--- src/fsd_pkg.sv ---
// fsd_pkg: shared types and codes for the selective-dequeue queue
// operation and status codes, command struct and the links between cells
// no dependencies
package fsd_pkg;

   localparam int CODE_W = 8;

   // operation codes on req_mode
   typedef enum logic [1:0] {
      MODE_ENQ         = 2'd0,
      MODE_TAKE_OLDEST = 2'd1,
      MODE_TAKE_MATCH  = 2'd2,
      MODE_RSVD        = 2'd3
   } fsd_mode_type;

   // result status codes
   typedef enum logic [1:0] {
      ST_APPENDED = 2'd0,
      ST_REMOVED  = 2'd1,
      ST_NONE     = 2'd2,
      ST_FULL     = 2'd3
   } fsd_status_type;

   // command broadcast to every cell, already qualified by the transfer
   typedef struct packed {
      logic              enq;
      logic              take_any;
      logic              take_match;
      logic [CODE_W-1:0] code;
   } fsd_cmd_type;

   // link from an older cell to its younger neighbor
   typedef struct packed {
      logic              hit;    // some cell at or before this one is removed
      logic [CODE_W-1:0] value;  // code of the removed entry
      logic              valid;  // this cell holds an entry
   } fsd_link_type;

   // contents of one cell, handed to its older neighbor
   typedef struct packed {
      logic              valid;
      logic [CODE_W-1:0] code;
   } fsd_slot_type;

endpackage

--- src/fsd_cell.sv ---
// fsd_cell: one queue slot with its compare and shift logic
// passes the removal prefix forward and takes its younger neighbor's entry on removal
// depends on fsd_pkg
module fsd_cell
   import fsd_pkg::*;
(
   input  logic         clock,
   input  logic         reset,
   input  fsd_cmd_type  cmd,
   input  fsd_link_type link_in,
   output fsd_link_type link_out,
   input  fsd_slot_type younger,
   output fsd_slot_type slot
);

   logic              valid_ff, valid_in;
   logic [CODE_W-1:0] code_ff, code_in;
   logic              hit_here;
   logic              shift;

   // compare and removal prefix
   always_comb begin
      hit_here = valid_ff && (cmd.take_any || (cmd.take_match && code_ff == cmd.code));
      shift    = link_in.hit || hit_here;
      link_out.hit   = shift;
      link_out.value = link_in.hit ? link_in.value : (hit_here ? code_ff : '0);
      link_out.valid = valid_ff;
      slot.valid = valid_ff;
      slot.code  = code_ff;
   end

   // next contents: close the gap or accept an append
   always_comb begin
      valid_in = valid_ff;
      code_in  = code_ff;
      if (shift) begin
         valid_in = younger.valid;
         code_in  = younger.code;
      end else if (cmd.enq && !valid_ff && link_in.valid) begin
         valid_in = 1'b1;
         code_in  = cmd.code;
      end
   end

   always_ff @(posedge clock) begin
      if (reset) begin
         valid_ff <= 1'b0;
      end else begin
         valid_ff <= valid_in;
      end
   end

   // payload holds no reset
   always_ff @(posedge clock) begin
      code_ff <= code_in;
   end

endmodule

--- src/fifo_with_selective_dequeue_core.sv ---
// fifo_with_selective_dequeue_core: ordered queue with oldest and oldest-match removal
// response valid the cycle after a request transfer; one op per cycle unless rsp stalls
// the compare and removal-prefix ripple through the row of DEPTH cells sets the clock path
// synchronous active-high reset empties the queue and drops any pending response
// depends on fsd_pkg and fsd_cell
module fifo_with_selective_dequeue_core
   import fsd_pkg::*;
#(
   parameter int DEPTH = 16
)(
   input  logic        clock,
   input  logic        reset,
   input  logic        req_valid,
   output logic        req_ready,
   input  logic [1:0]  req_mode,
   input  logic [7:0]  req_item_value,
   output logic        rsp_valid,
   input  logic        rsp_ready,
   output logic [7:0]  rsp_out_value,
   output logic [1:0]  rsp_status,
   output logic [4:0]  rsp_occupancy
);

   localparam int CNT_W = $clog2(DEPTH + 1);

   logic              accept;
   fsd_cmd_type       cmd;
   fsd_link_type      link [0:DEPTH];
   fsd_slot_type      slot [0:DEPTH];
   logic [CNT_W-1:0]  count_ff, count_in;
   logic              full;
   logic              rsp_valid_ff, rsp_valid_in;
   logic [7:0]        rsp_value_ff, rsp_value_in;
   fsd_status_type    rsp_status_ff, rsp_status_in;
   logic [CNT_W-1:0]  rsp_count_ff;

   // request side: take a transfer whenever the response slot frees up
   assign req_ready = !rsp_valid_ff || rsp_ready;
   assign accept    = req_valid && req_ready;
   assign full      = (count_ff == CNT_W'(DEPTH));

   // command broadcast to the cells
   always_comb begin
      cmd.enq        = accept && (req_mode == MODE_ENQ);
      cmd.take_any   = accept && (req_mode == MODE_TAKE_OLDEST);
      cmd.take_match = accept && (req_mode == MODE_TAKE_MATCH);
      cmd.code       = req_item_value;
   end

   // ends of the chain: a virtual full cell before the oldest, an empty one after the youngest
   assign link[0] = '{hit: 1'b0, value: '0, valid: 1'b1};
   assign slot[DEPTH] = '{valid: 1'b0, code: '0};

   // row of cells, oldest first
   for (genvar k = 0; k < DEPTH; k++) begin : g_cell
      fsd_cell u_cell (
         .clock    (clock),
         .reset    (reset),
         .cmd      (cmd),
         .link_in  (link[k]),
         .link_out (link[k+1]),
         .younger  (slot[k+1]),
         .slot     (slot[k])
      );
   end

   // count and response contents
   always_comb begin
      count_in      = count_ff;
      rsp_value_in  = '0;
      rsp_status_in = ST_NONE;
      if (cmd.enq) begin
         if (full) begin
            rsp_status_in = ST_FULL;
         end else begin
            rsp_status_in = ST_APPENDED;
            count_in      = count_ff + CNT_W'(1);
         end
      end else if (link[DEPTH].hit) begin
         rsp_status_in = ST_REMOVED;
         rsp_value_in  = link[DEPTH].value;
         count_in      = count_ff - CNT_W'(1);
      end
      rsp_valid_in = accept ? 1'b1 : (rsp_valid_ff && !rsp_ready);
   end

   always_ff @(posedge clock) begin
      if (reset) begin
         count_ff     <= '0;
         rsp_valid_ff <= 1'b0;
      end else begin
         count_ff     <= count_in;
         rsp_valid_ff <= rsp_valid_in;
      end
   end

   // response payload, loaded on each request transfer
   always_ff @(posedge clock) begin
      if (accept) begin
         rsp_value_ff  <= rsp_value_in;
         rsp_status_ff <= rsp_status_in;
         rsp_count_ff  <= count_in;
      end
   end

   assign rsp_valid     = rsp_valid_ff;
   assign rsp_out_value = rsp_value_ff;
   assign rsp_status    = rsp_status_ff;
   assign rsp_occupancy = 5'(rsp_count_ff);

endmodule

--- config.mk ---
export PLATFORM = sky130hd
export DESIGN_NAME = fifo_with_selective_dequeue_core
export DESIGN_NICKNAME = d
export VERILOG_FILES = /design/src/fsd_pkg.sv /design/src/fsd_cell.sv /design/src/fifo_with_selective_dequeue_core.sv
export SDC_FILE = /design/constraint.sdc
export NUM_CORES = 1
export LEC_CHECK = 0
export BUFFER_PORTS_ARGS = -buffer_cell sky130_fd_sc_hd__buf_2
export CAP_MARGIN = 5
export CORE_AREA = 2 2 183 131
export CTS_CLUSTER_DIAMETER = 200
export DETAILED_ROUTE_END_ITERATION = 6
export DIE_AREA = 0 0 185 133
export SETUP_SLACK_MARGIN = 0.02
export SLEW_MARGIN = 20
export SYNTH_ARGS = -nofsm -noshare
export SYNTH_HDL_FRONTEND = slang
export SYNTH_SLANG_ARGS = --single-unit
export TNS_END_PERCENT = 20
--- constraint.sdc ---
create_clock -name clock -period 3.67 [get_ports clock]
set_input_delay 0.367 -clock clock [delete_from_list [all_inputs] [get_ports clock]]
set_output_delay 0.367 -clock clock [all_outputs]
set_load 0.005 [all_outputs]
==> run_results.csv, run 1 <==
group,metric,value,unit
status,status,"completed",
clocking,cts.clk_slew.worst_paths,0.07,ns
grt,antenna_found_initial,0,
grt,first_global_vias,7349,
routing,drc,0,
grt,grt_max_degree,25,
yosys,yosysWarningCount,0,
critical_path,cp_cell_sequence,"nor2b_1 -> nor3_2 -> buf_4 -> a31oi_2 -> buf_4 -> nand2b_1 -> a31oi_1 -> a22oi_1 -> o21ai_0 -> a32o_1",
clocking,post_cts_buffers,0,
power,ir_drop,0.344,mV
cells_and_area,drive_gt1_share,25.3,%
worst_hold_path,hold_class,"in2reg",
critical_path,crit_path_frequent_cell,"buf_4",
sta,finClkSkew,0.0126,ns
critical_path,critPathSlowestCell,"nor3_2",
cells_and_area,finalNetCount,1038,
critical_path,arrival,3.57,ns
sta,hold_viol,0,
cells_and_area,num_antenna_cells,0,
clocking,cts_htree_levels,4,
grt,grt-ovfl-total,0,
yosys,syn_area_per_cell,10.9,µm²
cells_and_area,area_growth,11.0,%
routing,ant_nets,0,
clocking,insertion_delay,0.45,ns
routing,dr.first_iter.drc_count,1121,
sta,fmax,307,MHz
critical_path,worst_path_largest_cell_delay,0.59,ns
floorplan,ios,31,
cells_and_area,fill_cells,2112,
power,p_leak,4.27,nW
floorplan,dieArea,24600,µm²
clocking,cts_resized,0,
grt,grt_pass1_wl,48300,µm
critical_path,endpoint_kind,"flip-flop",
critical_path,cp_max_fo,13,
yosys,synth.distinct_cells,85,
sta,worst_pin_slew,1.04,ns
cells_and_area,fin_cells,1353,
routing,vias,8153,
clocking,postCtsHoldBufs,0,
power,power_density,399,nW/µm²
yosys,synth_area_leader_cell,"edfxtp_1",
critical_path,startpoint_type,"flip-flop",
clocking,cts_buffers,17,
sta,tns,0,ns
grt,track_usage,27.0,%
placed_design,placedCellCount,1321,
critical_path,required,3.99,ns
critical_path,critical_path_class,"reg2reg",
sta,period_share,88.7,%
clocking,cts-root-buf,"clkbuf_16",
clocking,cts.sinks,165,
flow_run,drv_cap,0,
sta,finalCriticalPeriod,3.26,ns
placed_design,hpwl,24000,µm
sta,rsz0062_at_grt,"no",
sta,slew_viol_final,0,
routing,dr.pass1.iters,6,
yosys,synth_top_area_share,38.3,%
routing,routed_wl,32400,µm
floorplan,chipWidth,185,µm
floorplan,dieHeight,133,µm
yosys,synth_edf_count,135,
cells_and_area,fin_util,50.9,%
clocking,cts_tree,"yes",
yosys,ys_seq_elements,165,
yosys,synth_area,10600,µm²
floorplan,core.rowCount,47,
sta,finalSetupViolCount,0,
yosys,synth_async_sr_flop_share,0,%
yosys,syn_nets,986,
yosys,ys_seq_area_share,44.0,%
yosys,netlist_top_cells_area,"edfxtp_1 (38%), mux2_2 (8.6%), xor2_1 (5.7%)",
clocking,cts_buffer_depth,2,
placed_design,gp_congestion,0.938,
floorplan,coreArea,23100,µm²
yosys,synth_cells,970,
routing,viasPerCell,6.03,
floorplan,start_util,45.9,%
placed_design,port_buffers,30,
yosys,ys.flop_type,"edfxtp_1",
sta,relSlewSlack,29.9,%
routing,wire_per_inst,23.9,µm
worst max-delay path, delay by kind of cell, from the launching register on:
kind | cells | cell delay [ns]
AO/OA/AOI/OAI | 5 | 1.22
buffers and inverters | 2 | 0.49
flip-flops | 1 | 0.31
AND/OR/NAND/NOR | 3 | 1.11
final timing paths:
path / from / to / slack (ns) / depth (start not counted)
min: req_valid / rsp_valid / 0.23 / 3
max reg2reg: rsp_valid / rsp_out_value[2] / 0.41 / 10
min reg2reg: g_cell[2].u_cell.valid_ff / g_cell[1].u_cell.valid_ff / 0.56 / 2
max: rsp_valid / rsp_out_value[2] / 0.41 / 10
layout by cell type, fill, tap and decap left out, drive strengths merged, types with 13 or more instances in the layout:
| master | synthesis | routed |
|---|---|---|
| xnor2 | 62 | 62 |
| nor4 | 25 | 25 |
| nor2b | 14 | 14 |
| xor2 | 69 | 69 |
| nand4 | 17 | 17 |
| clkbuf | 20 | 18 |
| o21ai | 26 | 26 |
| mux2 | 94 | 94 |
| nor3 | 24 | 24 |
| mux2i | 13 | 13 |
| nand3 | 24 | 24 |
| a211oi | 13 | 13 |
| edfxtp | 135 | 135 |
| inv | 19 | 25 |
| nand2 | 115 | 115 |
| o31ai | 14 | 14 |
| dfxtp | 30 | 30 |
| buf | 52 | 105 |
| nor2 | 50 | 50 |
| a21oi | 32 | 32 |
layer usage:
metal	global-route usage (%)	part of all wire [%]	vias up
met5	0	0	-
met4	5.56	1.1	0
met3	5.59	10	30
met2	34.5	39	402
met1	45.3	50	4042
li1	-	-	3679
kinds of logic after synthesis:
family / count (synthesis) / synth area share (%)
buffers and inverters: 91 / 6.08
AO/OA/AOI/OAI: 167 / 12.0
flip-flops: 165 / 44.0
multiplexers: 107 / 11.6
XOR/XNOR: 131 / 10.8
adder cells (fa/ha/maj): 2 / 0.237
AND/OR/NAND/NOR: 307 / 15.3
state kept, by name, summed over array words and instances (netlist names):
signal	cells
count_ff	5
g_cell.u_cell.code_ff	128
g_cell.u_cell.valid_ff	16
rsp_occupancy	5
rsp_out_value	8
rsp_status	2
rsp_valid	1
through the flow:
step	setup slack [ns]	total power, W	hold WS, ns	instance area, µm²
6_report	0.414	0.00469	0.227	11700
5_1_grt	0.271	0.00482	0.254	11700
4_1_cts	0.418	0.00469	0.214	11700
3_5_place_dp	0.211	0.00291	0.542	11200
3_3_place_gp	0.204	0.00290	0.549	11200
2_1_floorplan	0.801	0.00271	0.488	10600
cell usage after synthesis, types with 4 or more instances:
cell type,count
mux2_4,9
nand4_1,16
edfxtp_1,135
xor2_1,69
nand3_1,21
buf_2,12
xnor2_1,62
o22ai_1,5
o211ai_1,6
a21oi_1,30
nor3b_1,4
a32o_1,4
a211oi_1,10
nor2b_1,14
buf_1,4
mux2_2,81
nor2_1,50
and2_1,6
a31oi_1,7
nor4_1,21
a22oi_1,6
mux2_1,4
nand2_1,114
o221ai_1,4
buf_12,5
o31ai_1,13
mux2i_1,13
o31a_1,5
a311oi_1,5
nor3_1,20
inv_1,18
o21ai_0,25
buf_4,10
and3_1,5
a22o_1,4
buf_6,19
clkbuf_1,20
or3_1,7
dfxtp_1,30
o21bai_1,5
power breakdown:
group / leakage [nW] / internal (W) / switching [W] / total, W
registers: 1.48 / 0.00214 / 0.000108 / 0.00225
logic: 2.51 / 0.000275 / 0.000362 / 0.000637
clock network: 0.280 / 0.000970 / 0.000832 / 0.00180
area by class of cell:
class                      instances  area, µm²  share of cell area (%)
multi-input combinational        714       5290                    45.0
clock buffer                      18        439                    3.74
timing repair buffer             105        751                    6.39
inverter                          19       73.8                   0.629
sequential                       165       4650                    39.6
clock inverter                    14        140                    1.19
tap                              318        398                    3.39
Note: power is estimated with default switching activity, not from simulation.
==> inputs of run 2 (changes only) <==
--- a/config.mk
+++ b/config.mk
@@ -8,6 +8,7 @@
 export BUFFER_PORTS_ARGS = -buffer_cell sky130_fd_sc_hd__buf_2
 export CAP_MARGIN = 5
 export CORE_AREA = 2 2 183 131
+export CTS_BUF_LIST = sky130_fd_sc_hd__clkbuf_16
 export CTS_CLUSTER_DIAMETER = 200
 export DETAILED_ROUTE_END_ITERATION = 6
 export DIE_AREA = 0 0 185 133
==> run_results.csv, run 2 (same netlist as run 1, synthesis figures left out) <==
group,metric,value,unit
critical_path,arrival,3.45,ns
clocking,cts.clk_slew.worst_paths,0.07,ns
critical_path,endpoint_kind,"flip-flop",
grt,antenna_found_initial,0,
grt,grt_pass1_wl,48300,µm
power,p_leak,4.26,nW
placed_design,gp_congestion,0.938,
floorplan,dieArea,24600,µm²
clocking,cts-root-buf,"clkbuf_16",
cells_and_area,regMostFlops,"g_cell.u_cell.code_ff",
critical_path,startpoint_type,"flip-flop",
sta,slew_viol_final,0,
clocking,cts_resized,0,
clocking,insertion_delay,0.45,ns
cells_and_area,final_cell_mix,"edfxtp_1 (135), nand2_1 (114), mux2_2 (81)",
critical_path,rrSetupSlack,0.40,ns
status,status,"completed",
routing,vias,8166,
clocking,postCtsHoldBufs,0,
grt,grt-ovfl-total,0,
floorplan,core.rowCount,47,
critical_path,timing.rr.end,"rsp_out_value[1]",
cells_and_area,drive_gt1_share,25.2,%
clocking,cts_buffers,17,
cells_and_area,fin_util,50.9,%
sta,tns,0,ns
placed_design,placed_cell_area,11200,µm²
clocking,cts_htree_levels,4,
placed_design,placedCellCount,1321,
routing,dr.pass1.iters,5,
placed_design,hpwl,24000,µm
critical_path,cp_max_fo,8,
grt,grt_max_degree,25,
routing,viasPerCell,6.04,
power,power_density,398,nW/µm²
grt,first_global_vias,7347,
floorplan,start_util,45.9,%
routing,dr.first_iter.drc_count,1125,
routing,wire_per_inst,23.9,µm
sta,relSlewSlack,30.2,%
clocking,cts.sinks,165,
cells_and_area,final_common_cell,"edfxtp_1",
sta,hold_viol,0,
routing,drc,0,
sta,finalSetupViolCount,0,
routing,ant_nets,0,
cells_and_area,largest_reg_flops,128,
critical_path,required,3.85,ns
sta,finClkSkew,0.0118,ns
cells_and_area,final_area,11700,µm²
sta,worst_pin_slew,1.04,ns
floorplan,dieHeight,133,µm
critical_path,r2r_cells,9,
flow_run,drv_cap,0,
critical_path,rr_startpoint,"rsp_valid",
routing,routed_wl,32400,µm
floorplan,chipWidth,185,µm
clocking,cts_tree,"yes",
critical_path,critical_path_class,"reg2reg",
clocking,post_cts_buffers,0,
sta,finalCriticalPeriod,3.27,ns
cells_and_area,num_antenna_cells,0,
cells_and_area,area_growth,11.0,%
cells_and_area,fill_cells,2116,
worst_hold_path,hold_class,"in2reg",
sta,fmax,306,MHz
grt,track_usage,27.0,%
placed_design,port_buffers,30,
floorplan,ios,31,
clocking,cts_buffer_depth,2,
worst_hold_path,whs_path_depth,3,
worst_hold_path,min_to,"rsp_valid",
sta,rsz0062_at_grt,"no",
sta,finalWorstSetupSlack,0.403,ns
cells_and_area,finalNetCount,1038,
sta,period_share,89.0,%
worst_hold_path,min_from,"req_valid",
cells_and_area,fin_cells,1353,
placed_design,post-place-ws,0.211,ns
power,ir_drop,0.343,mV
floorplan,coreArea,23100,µm²
## run 2: cell count changes in the layout (fill, tap and decap cells not counted)
cell      previous run  this run
clkbuf_8             1         0
clkinv_1             0         1
## run 2: metal layers
layer  global-route usage (%)  routed length [µm]  vias to the layer above
met4                     5.56                 331                        0
met2                     34.4               12600                      412
met3                     5.59                3280                       25
met5                        0                   0                        -
met1                     45.3               16200                     4051
li1                         -                   -                     3678
## run 2: worst max-delay path, stage by stage, from the launching register on
cell and delay, ns:
dfxtp_1 0.31, nor2b_1 0.15, nor3_2 0.59, buf_4 0.30, a32oi_1 0.12, nor3_1 0.45
nor3_1 0.09, a2111oi_0 0.60, a221o_1 0.28, a22oi_1 0.13
## run 2: layout make-up
cell class,instances,area (µm²),share of cell area (%)
Multi-Input combinational cell,714,5290,45.1
Sequential cell,165,4650,39.7
Timing Repair Buffer,105,751,6.40
Clock buffer,17,425,3.63
Tap cell,318,398,3.39
Clock inverter,15,144,1.23
Inverter,19,73.8,0.629
## run 2: power by group
group / total [W] / leakage [nW] / internal [W] / switching (W)
Sequential: 0.00225 / 1.48 / 0.00214 / 0.000108
Combinational: 0.000637 / 2.51 / 0.000275 / 0.000362
Clock: 0.00178 / 0.275 / 0.000949 / 0.000830
Total: 0.00466 / 4.26 / 0.00336 / 0.00130
## run 2: how the worst max path moves through the flow
stage	startpoint	endpoint	slack, ns	depth (start not counted)
2_1_floorplan	req_item_value[3]	g_cell[4].u_cell.code_ff[0]	0.80	10
3_3_place_gp	req_item_value[4]	rsp_out_value[1]	0.20	10
3_5_place_dp	req_item_value[3]	rsp_out_value[1]	0.21	10
4_1_cts	rsp_valid	g_cell[12].u_cell.code_ff[6]	0.42	10
5_1_grt	rsp_valid	g_cell[12].u_cell.code_ff[6]	0.27	10
6_report	rsp_valid	rsp_out_value[1]	0.40	9
## run 2: per-stage QoR
stage	total power [W]	hold WS, ns
2_1_floorplan	0.00271	0.488
3_3_place_gp	0.00290	0.549
3_5_place_dp	0.00291	0.542
4_1_cts	0.00466	0.214
5_1_grt	0.00480	0.254
6_report	0.00466	0.229
